## src/pidw_pkg.sv

```systemverilog
// ----------------------------------------------------------------------------
// pidw_pkg
// Shared widths, register indexes and types for the PID drive block.
// ----------------------------------------------------------------------------
package pidw_pkg;

  localparam int DATA_WIDTH     = 16;
  localparam int GAIN_FRAC_BITS = 8;

  // config registers are fixed at 16 bits
  localparam int CFG_W     = 16;
  localparam int CFG_IDX_W = 3;

  localparam int ERR_W    = DATA_WIDTH + 1;
  localparam int DIFF_W   = DATA_WIDTH + 2;
  // integral is bounded by a 16 bit limit plus one in-window error
  localparam int INTEG_W  = CFG_W + 2;
  localparam int IADD_W   = ((ERR_W > INTEG_W) ? ERR_W : INTEG_W) + 1;
  localparam int PROD_P_W = ERR_W + CFG_W;
  localparam int PROD_I_W = INTEG_W + CFG_W;
  localparam int PROD_D_W = DIFF_W + CFG_W;
  localparam int SUM_W    = ((PROD_D_W > PROD_I_W) ? PROD_D_W : PROD_I_W) + 2;
  localparam int DRIVE_W  = DATA_WIDTH + 1;

  localparam int IN_TDATA_W  = ((2 * DATA_WIDTH + 7) / 8) * 8;
  localparam int OUT_TDATA_W = ((DRIVE_W + 7) / 8) * 8;

  // added to negative sums so the shift truncates toward zero
  localparam logic [SUM_W-1:0] ROUND_BIAS =
    SUM_W'((64'd1 << GAIN_FRAC_BITS) - 64'd1);

  localparam logic [CFG_IDX_W-1:0] REG_GAIN_P       = 3'd0;
  localparam logic [CFG_IDX_W-1:0] REG_GAIN_I       = 3'd1;
  localparam logic [CFG_IDX_W-1:0] REG_GAIN_D       = 3'd2;
  localparam logic [CFG_IDX_W-1:0] REG_INTEG_WINDOW = 3'd3;
  localparam logic [CFG_IDX_W-1:0] REG_INTEG_LIMIT  = 3'd4;
  localparam logic [CFG_IDX_W-1:0] REG_MAX_DRIVE    = 3'd5;
  localparam logic [CFG_IDX_W-1:0] REG_P_ONLY       = 3'd6;

  typedef struct packed {
    logic signed [CFG_W-1:0] gain_p;
    logic signed [CFG_W-1:0] gain_i;
    logic signed [CFG_W-1:0] gain_d;
    logic [CFG_W-1:0]        integ_window;
    logic [CFG_W-1:0]        integ_limit;
    logic [CFG_W-1:0]        max_drive;
    logic                    p_only;
  } pidw_cfg_t;

  typedef struct packed {
    logic signed [DATA_WIDTH-1:0] setpoint;
    logic signed [DATA_WIDTH-1:0] measured;
    logic                         start_req;
  } pidw_item_t;

  typedef struct packed {
    logic signed [DRIVE_W-1:0] drive;
    logic                      settled;
  } pidw_res_t;

endpackage

```

## src/pidw_cfg_regs.sv

```systemverilog
// ----------------------------------------------------------------------------
// pidw_cfg_regs
// Configuration register file, one write request per cycle.
// ----------------------------------------------------------------------------
module pidw_cfg_regs
  import pidw_pkg::*;
(
  input  logic                 clk,
  input  logic                 rst_n,
  input  logic                 wr_en,
  input  logic [CFG_IDX_W-1:0] wr_index,
  input  logic [CFG_W-1:0]     wr_data,
  output pidw_cfg_t            cfg
);

  pidw_cfg_t cfg_r, cfg_nxt;

  always_comb begin
    cfg_nxt = cfg_r;
    if (wr_en) begin
      unique case (wr_index)
        REG_GAIN_P:       cfg_nxt.gain_p       = $signed(wr_data);
        REG_GAIN_I:       cfg_nxt.gain_i       = $signed(wr_data);
        REG_GAIN_D:       cfg_nxt.gain_d       = $signed(wr_data);
        REG_INTEG_WINDOW: cfg_nxt.integ_window = wr_data;
        REG_INTEG_LIMIT:  cfg_nxt.integ_limit  = wr_data;
        REG_MAX_DRIVE:    cfg_nxt.max_drive    = wr_data;
        REG_P_ONLY:       cfg_nxt.p_only       = wr_data[0];
        default:          cfg_nxt = cfg_r;  // unmapped index, dropped
      endcase
    end
  end

  always_ff @(posedge clk) begin
    if (!rst_n) begin
      cfg_r.gain_p       <= CFG_W'(256);
      cfg_r.gain_i       <= '0;
      cfg_r.gain_d       <= '0;
      cfg_r.integ_window <= CFG_W'(10);
      cfg_r.integ_limit  <= CFG_W'(100);
      cfg_r.max_drive    <= CFG_W'(1000);
      cfg_r.p_only       <= 1'b0;
    end else begin
      cfg_r <= cfg_nxt;
    end
  end

  assign cfg = cfg_r;

endmodule

```

## src/pidw_step.sv

```systemverilog
// ----------------------------------------------------------------------------
// pidw_step
// One control step: error, windowed integral, derivative, gain products,
// scale and clamp. Holds last_error and integral_sum.
// ----------------------------------------------------------------------------
module pidw_step
  import pidw_pkg::*;
(
  input  logic       clk,
  input  logic       rst_n,
  input  logic       adv,     // item leaves the input stage this cycle
  input  pidw_item_t item,
  input  pidw_cfg_t  cfg,
  output pidw_res_t  res
);

  logic signed [ERR_W-1:0]    last_err_r, last_err_nxt;
  logic signed [INTEG_W-1:0]  integ_r, integ_nxt;

  logic signed [ERR_W-1:0]    err, prev;
  logic signed [INTEG_W-1:0]  integ_base, integ_new;
  logic signed [IADD_W-1:0]   err_x, win_x, lim_x, integ_sum, integ_pre, integ_clamp;
  logic                       in_win;
  logic signed [DIFF_W-1:0]   diff;
  logic signed [PROD_P_W-1:0] prod_p;
  logic signed [PROD_I_W-1:0] prod_i;
  logic signed [PROD_D_W-1:0] prod_d;
  logic signed [SUM_W-1:0]    sum, scaled, md_x, drive_c;
  logic [SUM_W-1:0]           sum_b;

  always_comb begin
    err = ERR_W'(item.setpoint) - ERR_W'(item.measured);
    // start request wipes state before the step
    prev       = item.start_req ? '0 : last_err_r;
    integ_base = item.start_req ? '0 : integ_r;

    err_x  = IADD_W'(err);
    win_x  = $signed(IADD_W'(cfg.integ_window));
    lim_x  = $signed(IADD_W'(cfg.integ_limit));
    in_win = (err != '0) && (err_x < win_x) && (err_x > -win_x);

    integ_sum = IADD_W'(integ_base) + err_x;
    integ_pre = in_win ? integ_sum : '0;
    if (integ_pre > lim_x)
      integ_clamp = lim_x;
    else if (integ_pre < -lim_x)
      integ_clamp = -lim_x;
    else
      integ_clamp = integ_pre;
    integ_new = INTEG_W'(integ_clamp);

    diff   = DIFF_W'(err) - DIFF_W'(prev);
    prod_p = PROD_P_W'(err) * PROD_P_W'($signed(cfg.gain_p));
    prod_i = PROD_I_W'(integ_new) * PROD_I_W'($signed(cfg.gain_i));
    prod_d = (err == '0) ? '0 : PROD_D_W'(diff) * PROD_D_W'($signed(cfg.gain_d));

    if (cfg.p_only)
      sum = SUM_W'(prod_p);
    else
      sum = SUM_W'(prod_p) + SUM_W'(prod_i) + SUM_W'(prod_d);

    sum_b  = sum + (sum[SUM_W-1] ? ROUND_BIAS : '0);
    scaled = $signed(sum_b) >>> GAIN_FRAC_BITS;

    md_x = $signed(SUM_W'(cfg.max_drive));
    if (scaled > md_x)
      drive_c = md_x;
    else if (scaled < -md_x)
      drive_c = -md_x;
    else
      drive_c = scaled;

    res.drive   = DRIVE_W'(drive_c);
    res.settled = (err == '0) && (prev == '0);

    // P-only keeps state, except that a start request still clears it
    if (cfg.p_only) begin
      last_err_nxt = prev;
      integ_nxt    = integ_base;
    end else begin
      last_err_nxt = err;
      integ_nxt    = integ_new;
    end
  end

  always_ff @(posedge clk) begin
    if (!rst_n) begin
      last_err_r <= '0;
      integ_r    <= '0;
    end else if (adv) begin
      last_err_r <= last_err_nxt;
      integ_r    <= integ_nxt;
    end
  end

  a_start_clears: assert property (@(posedge clk) disable iff (!rst_n)
    adv && item.start_req && cfg.p_only |=> (last_err_r == '0) && (integ_r == '0))
    else $error("start request did not clear state");

  a_ponly_keeps: assert property (@(posedge clk) disable iff (!rst_n)
    adv && !item.start_req && cfg.p_only |=> $stable(last_err_r) && $stable(integ_r))
    else $error("P-only step changed state");

  a_hold_idle: assert property (@(posedge clk) disable iff (!rst_n)
    !adv |=> $stable(last_err_r) && $stable(integ_r))
    else $error("state moved without a step");

endmodule

```

## src/pid_drive_with_windup_limits.sv

```systemverilog
// ----------------------------------------------------------------------------
// pid_drive_with_windup_limits
// PID drive step with windowed, clamped integral and saturated output.
// ----------------------------------------------------------------------------
//
//  channel | dir | handshake          | payload
//  --------+-----+--------------------+-------------------------------------
//  in_     | in  | in_tvalid/tready   | tdata: setpoint, measured; tuser: start
//  out_    | out | out_tvalid/tready  | tdata: drive (17b signed); tuser: settled
//  cfg_    | in  | cfg_valid/ready    | cfg_index (3b), cfg_data (16b)
//
//  One request per cycle sustained while out_tready stays high; a result passes
//  the input register, one combinational pass with the three gain multiplies,
//  sum and clamp, then the output register.
//  Control state feeds back within that pass, so requests never wait on each other.
//  rst_n (sync, active low) restores register defaults and zeroes state.
//  A stalled output with a full input register drops in_tready; cfg_ready is 1.
//
module pid_drive_with_windup_limits
  import pidw_pkg::*;
(
  input  logic                   clk,
  input  logic                   rst_n,
  // input channel
  input  logic                   in_tvalid,
  output logic                   in_tready,
  input  logic [IN_TDATA_W-1:0]  in_tdata,   // [15:0] setpoint, [31:16] measured
  input  logic                   in_tuser,   // [0] start_req
  // result channel
  output logic                   out_tvalid,
  input  logic                   out_tready,
  output logic [OUT_TDATA_W-1:0] out_tdata,  // [16:0] drive, rest zero
  output logic                   out_tuser,  // [0] settled
  // configuration writes
  input  logic                   cfg_valid,
  output logic                   cfg_ready,
  input  logic [CFG_IDX_W-1:0]   cfg_index,
  input  logic [CFG_W-1:0]       cfg_data
);

  pidw_cfg_t  cfg;
  pidw_item_t in_item_r, in_item_nxt;
  pidw_res_t  step_res;
  pidw_res_t  out_res_r, out_res_nxt;
  logic       in_vld_r, in_vld_nxt;
  logic       out_vld_r, out_vld_nxt;
  logic       adv, in_acc;

  assign cfg_ready = 1'b1;

  pidw_cfg_regs u_cfg (
    .clk      (clk),
    .rst_n    (rst_n),
    .wr_en    (cfg_valid && cfg_ready),
    .wr_index (cfg_index),
    .wr_data  (cfg_data),
    .cfg      (cfg)
  );

  // input stage moves on when the output register is free or draining
  assign adv       = in_vld_r && (!out_vld_r || out_tready);
  assign in_tready = !in_vld_r || adv;
  assign in_acc    = in_tvalid && in_tready;

  always_comb begin
    in_item_nxt = in_item_r;
    if (in_acc) begin
      in_item_nxt.setpoint  = $signed(in_tdata[DATA_WIDTH-1:0]);
      in_item_nxt.measured  = $signed(in_tdata[2*DATA_WIDTH-1:DATA_WIDTH]);
      in_item_nxt.start_req = in_tuser;
    end
    if (in_acc)
      in_vld_nxt = 1'b1;
    else if (adv)
      in_vld_nxt = 1'b0;
    else
      in_vld_nxt = in_vld_r;

    out_res_nxt = adv ? step_res : out_res_r;
    if (adv)
      out_vld_nxt = 1'b1;
    else if (out_tready)
      out_vld_nxt = 1'b0;
    else
      out_vld_nxt = out_vld_r;
  end

  pidw_step u_step (
    .clk   (clk),
    .rst_n (rst_n),
    .adv   (adv),
    .item  (in_item_r),
    .cfg   (cfg),
    .res   (step_res)
  );

  // payload registers, no reset needed
  always_ff @(posedge clk) begin
    in_item_r <= in_item_nxt;
    out_res_r <= out_res_nxt;
  end

  always_ff @(posedge clk) begin
    if (!rst_n) begin
      in_vld_r  <= 1'b0;
      out_vld_r <= 1'b0;
    end else begin
      in_vld_r  <= in_vld_nxt;
      out_vld_r <= out_vld_nxt;
    end
  end

  assign out_tvalid = out_vld_r;
  assign out_tdata  = OUT_TDATA_W'($unsigned(out_res_r.drive));
  assign out_tuser  = out_res_r.settled;

  a_backpressure: assert property (@(posedge clk) disable iff (!rst_n)
    in_vld_r && out_vld_r && !out_tready |-> !in_tready)
    else $error("input taken while both stages are full");

  a_step_lands: assert property (@(posedge clk) disable iff (!rst_n)
    adv |=> out_vld_r)
    else $error("step result not registered");

  a_accept_lands: assert property (@(posedge clk) disable iff (!rst_n)
    in_acc |=> in_vld_r)
    else $error("accepted request lost at input stage");

endmodule

```

## config.mk

```make
export PLATFORM = sky130hd
export DESIGN_NAME = pid_drive_with_windup_limits
export DESIGN_NICKNAME = d
export VERILOG_FILES = /design/src/pidw_pkg.sv /design/src/pidw_cfg_regs.sv /design/src/pidw_step.sv /design/src/pid_drive_with_windup_limits.sv
export SDC_FILE = /design/constraint.sdc
export NUM_CORES = 2
export LEC_CHECK = 0
export BUFFER_PORTS_ARGS = -buffer_cell sky130_fd_sc_hd__clkbuf_2
export CAP_MARGIN = 0
export CORE_UTILIZATION = 43
export DETAILED_ROUTE_END_ITERATION = 7
export PLACE_DENSITY_LB_ADDON = 0.05
export SETUP_SLACK_MARGIN = 0.05
export SLEW_MARGIN = 20
export SYNTH_ARGS = -nofsm -noshare
export SYNTH_HDL_FRONTEND = slang
export SYNTH_SLANG_ARGS = --single-unit
```

## constraint.sdc

```tcl
create_clock -name clk -period 25.4 [get_ports clk]
set_input_delay 3.81 -clock clk [delete_from_list [all_inputs] [get_ports clk]]
set_output_delay 3.81 -clock clk [all_outputs]
set_load 0.02 [all_outputs]
```

==> results.txt <==
FFs w/ async S/R, synth -> 0%
IO Pins -> 85
Arrival @ worst endpoint -> 23240 ps
Largest net degree at the start of global routing -> 78
Final wirelength -> 153.1 mm
Post-synth cell types -> 94
Initial core utilization -> 43.36%
Register area share after synthesis -> 8.639%
Row cnt -> 123
RSZ-0062 raised after global routing -> false
Clk_lat worst skew -> 550 ps
Clock sinks -> 185
Reg2reg start -> in_item_r[1]$_DFFE_PP_
Clock transition at path regs -> 80 ps
Status -> completed
CP endpoint kind -> register
Final antenna-violating net count -> 0
Vias in the first global route -> 38222
Commonest cells in the netlist -> 1169 x inv_1, 931 x fa_1, 808 x nand2_1
Syn Inst Count -> 5605
Period utilization -> 90.38%
Worst setup SP type -> register
Critical path type -> reg -> reg
Yosys warnings -> 0
PD cells -> 89.14 nW/µm²
Most instantiated library cell after synthesis -> inv_1
R2r endpoint -> out_tdata[2]$_DFFE_PP_
Die area -> 114800 µm²
Worst hold path class -> reg -> reg
Min Clock Period, post-route -> 22960 ps
GRT Total Usage -> 27.39%
Crit-path most repeated cell -> fa_1
FF-to-FF setup slack -> 2440 ps
CP max FO -> 20
Finished Layout Cells -> 7079
Final Max Slew Viols -> 0
Max Buffers Root-to-Sink -> 2
Avg Vias per Cell -> 5.237
Post CTS Setup Buffer Count -> 0
TNS Setup -> 0 ps
NumNets Final -> 6993
Post-CTS sizing -> 0
Mapped Area -> 48780 µm²
Final GP Congestion -> 0.9223
CP Data Required Time -> 25680 ps
Die width -> 338.8 µm
Total global routing overflow -> 0
Drt initial violations -> 2199
CP max stage cell -> nor4_1
Routed vias -> 37073
Reg2reg path depth -> 93
Synth top area share -> 38.21%
Number of synthesized flops with an enable pin -> 51
Core Region -> 112500 µm²
Hold Vio Cnt, Final -> 0
H-tree levels -> 4
# port buffers -> 76
Initial DRT Pass Iterations -> 5
Critical path endpoint -> out_tdata[2]$_DFFE_PP_
Critical Path Source -> in_item_r[1]$_DFFE_PP_
First-pass GRT wire length -> 236.2 mm
Prevailing post-synth register cell -> dfxtp_1
CTS tree -> done
Share of layout cells above drive strength 1 -> 5.003%
Synth-to-Final Area Change -> 5.705%
Worst-case clock skew -> 20.97 ps
Residual DRC -> 0
Average size of a mapped cell -> 8.703 µm²
Worst-margin pin slew -> 1274 ps
Initial antenna violation count -> 3
Achievable Freq -> 43.56 MHz
Synth area leaders -> fa_1 38%, ha_1 11%, inv_1 9.0%
Leakage Power -> 24.10 nW
Max IR drop VDD -> 0.0001151 V
Final setup violation count -> 0
Post-synthesis sequential element count -> 185
Placed insts -> 7045
Die Ht -> 338.8 µm
Number of buffers created by CTS -> 17
Maxcap violations -> 0
Rel. slew slack -> 14.48%
Max incr delay on CP -> 590 ps
Root buf cell -> clkbuf_16
Cell taking the most area after synthesis -> fa_1
Cts hold-fix bufs -> 0
Post-DR wirelength/cell -> 21.62 µm
Final HPWL DP -> 121.9 mm
-- per-stage QoR --
stage / hold slack [ps] / total power, mW / utilization [%] / area, µm² / worst slack (ps)
floorplan: 424.9 / 2.995 / - / 48800 / 5210
global placement: 449.3 / 4.252 / 45.31 / 50980 / 2810
detailed placement: 448.8 / 4.257 / 45.31 / 50980 / 2581
CTS: 472.9 / 4.577 / 45.82 / 51540 / 2476
global route: 487.7 / 5.021 / 45.83 / 51560 / 942.4
finish: 466.1 / 4.596 / 45.83 / 51560 / 2442
-- metal layers --
metal | part of all wire (%) | GRT usage [%] | wire [µm] | vias to the layer above
met4 | 2.4 | 6.750 | 3705 | 0
li1 | - | - | - | 17178
met3 | 4.6 | 3.421 | 6998 | 144
met2 | 48 | 45.74 | 73480 | 793
met1 | 45 | 37.67 | 68870 | 18958
met5 | 0 | 0 | 0 | -
-- cells in the final DEF (no fill, tap or decap), types with 12 or more instances in the layout --
cell type     n
nor2_1      181
a211oi_1     16
a22oi_1      19
o211ai_1     22
xnor2_1     139
xor2_1       47
o21a_1       39
dfxtp_1     133
nand3_1      56
ha_1        441
a21boi_0     95
inv_1      1169
or2_2        12
o21ai_0     116
buf_4        94
nor3_1       65
a21o_1       60
clkbuf_2     75
nor2b_1     128
a22o_1       16
and2_1      280
clkbuf_16    17
nand2b_1     75
nor4_1       14
a21oi_1     129
nand2_1     808
and3_1       32
o22ai_1      15
a31oi_1      15
edfxtp_1     51
mux2i_1      31
o21bai_1     14
fa_1        931
nand4_1      23
-- cell type report --
type	instances	area, µm²
Fill cell	11150	60940
Clock inverter	14	138.9
Sequential cell	185	4215
Clock buffer	18	429.2
Multi-Input combinational cell	4017	39410
Timing Repair Buffer	169	1081
Antenna cell	2	5.005
Inverter	1174	4407
Tap cell	1500	1877
-- critical path: cells and delay by family, from the launching register on --
kind,cells,cell delay [ps]
fa+ha+maj,21,8980
compound gates,40,7680
simple gates,17,3110
buf+inv,11,1810
xor+xnor,3,520
flops,1,370
mux,1,230
-- flip-flops by register name, indices dropped and copies added, names as in the netlist --
| name | count |
|---|---|
| in_item_r | 33 |
| in_vld_r | 1 |
| out_tdata | 17 |
| out_tuser | 1 |
| out_tvalid | 1 |
| u_cfg.cfg | 97 |
| u_step.integ_r | 18 |
| u_step.last_err_r | 17 |
-- power breakdown --
part	total, mW	switching [mW]	internal (mW)
Clock	0.285	0.156	0.130
Combinational	3.95	2.57	1.38
Sequential	0.361	0.0190	0.342
Total	4.60	2.74	1.85
-- cell families (layout without fill, tap and decap cells) --
kind of cell             Yosys count  in the layout  synth area share (%)
adder cells (fa/ha/maj)         1376           1376                 49.60
other                              2             10               0.01540
buffers and inverters           1409           1375                 10.98
XOR/XNOR                         200            200                 3.619
AO/OA/AOI/OAI                    674            674                 9.481
AND/OR/NAND/NOR                 1723           1723                 16.91
multiplexers                      36             36                0.7516
flip-flops                       185            185                 8.639
-- worst min path at each step --
stage,startpoint,to,cells past startpoint
after floorplan,u_step.integ_r[1]$_SDFFE_PN0P_,u_step.integ_r[1]$_SDFFE_PN0P_,2
after global placement,u_step.integ_r[10]$_SDFFE_PN0P_,u_step.integ_r[10]$_SDFFE_PN0P_,1
after detailed placement,u_step.integ_r[6]$_SDFFE_PN0P_,u_step.integ_r[6]$_SDFFE_PN0P_,1
after CTS,u_cfg.cfg[44]$_SDFFE_PN0P_,u_cfg.cfg[44]$_SDFFE_PN0P_,2
after global routing,u_step.integ_r[3]$_SDFFE_PN0P_,u_step.integ_r[3]$_SDFFE_PN0P_,1
final,u_cfg.cfg[44]$_SDFFE_PN0P_,u_cfg.cfg[44]$_SDFFE_PN0P_,2
No activity file was read; power rests on OpenSTA's default activity.
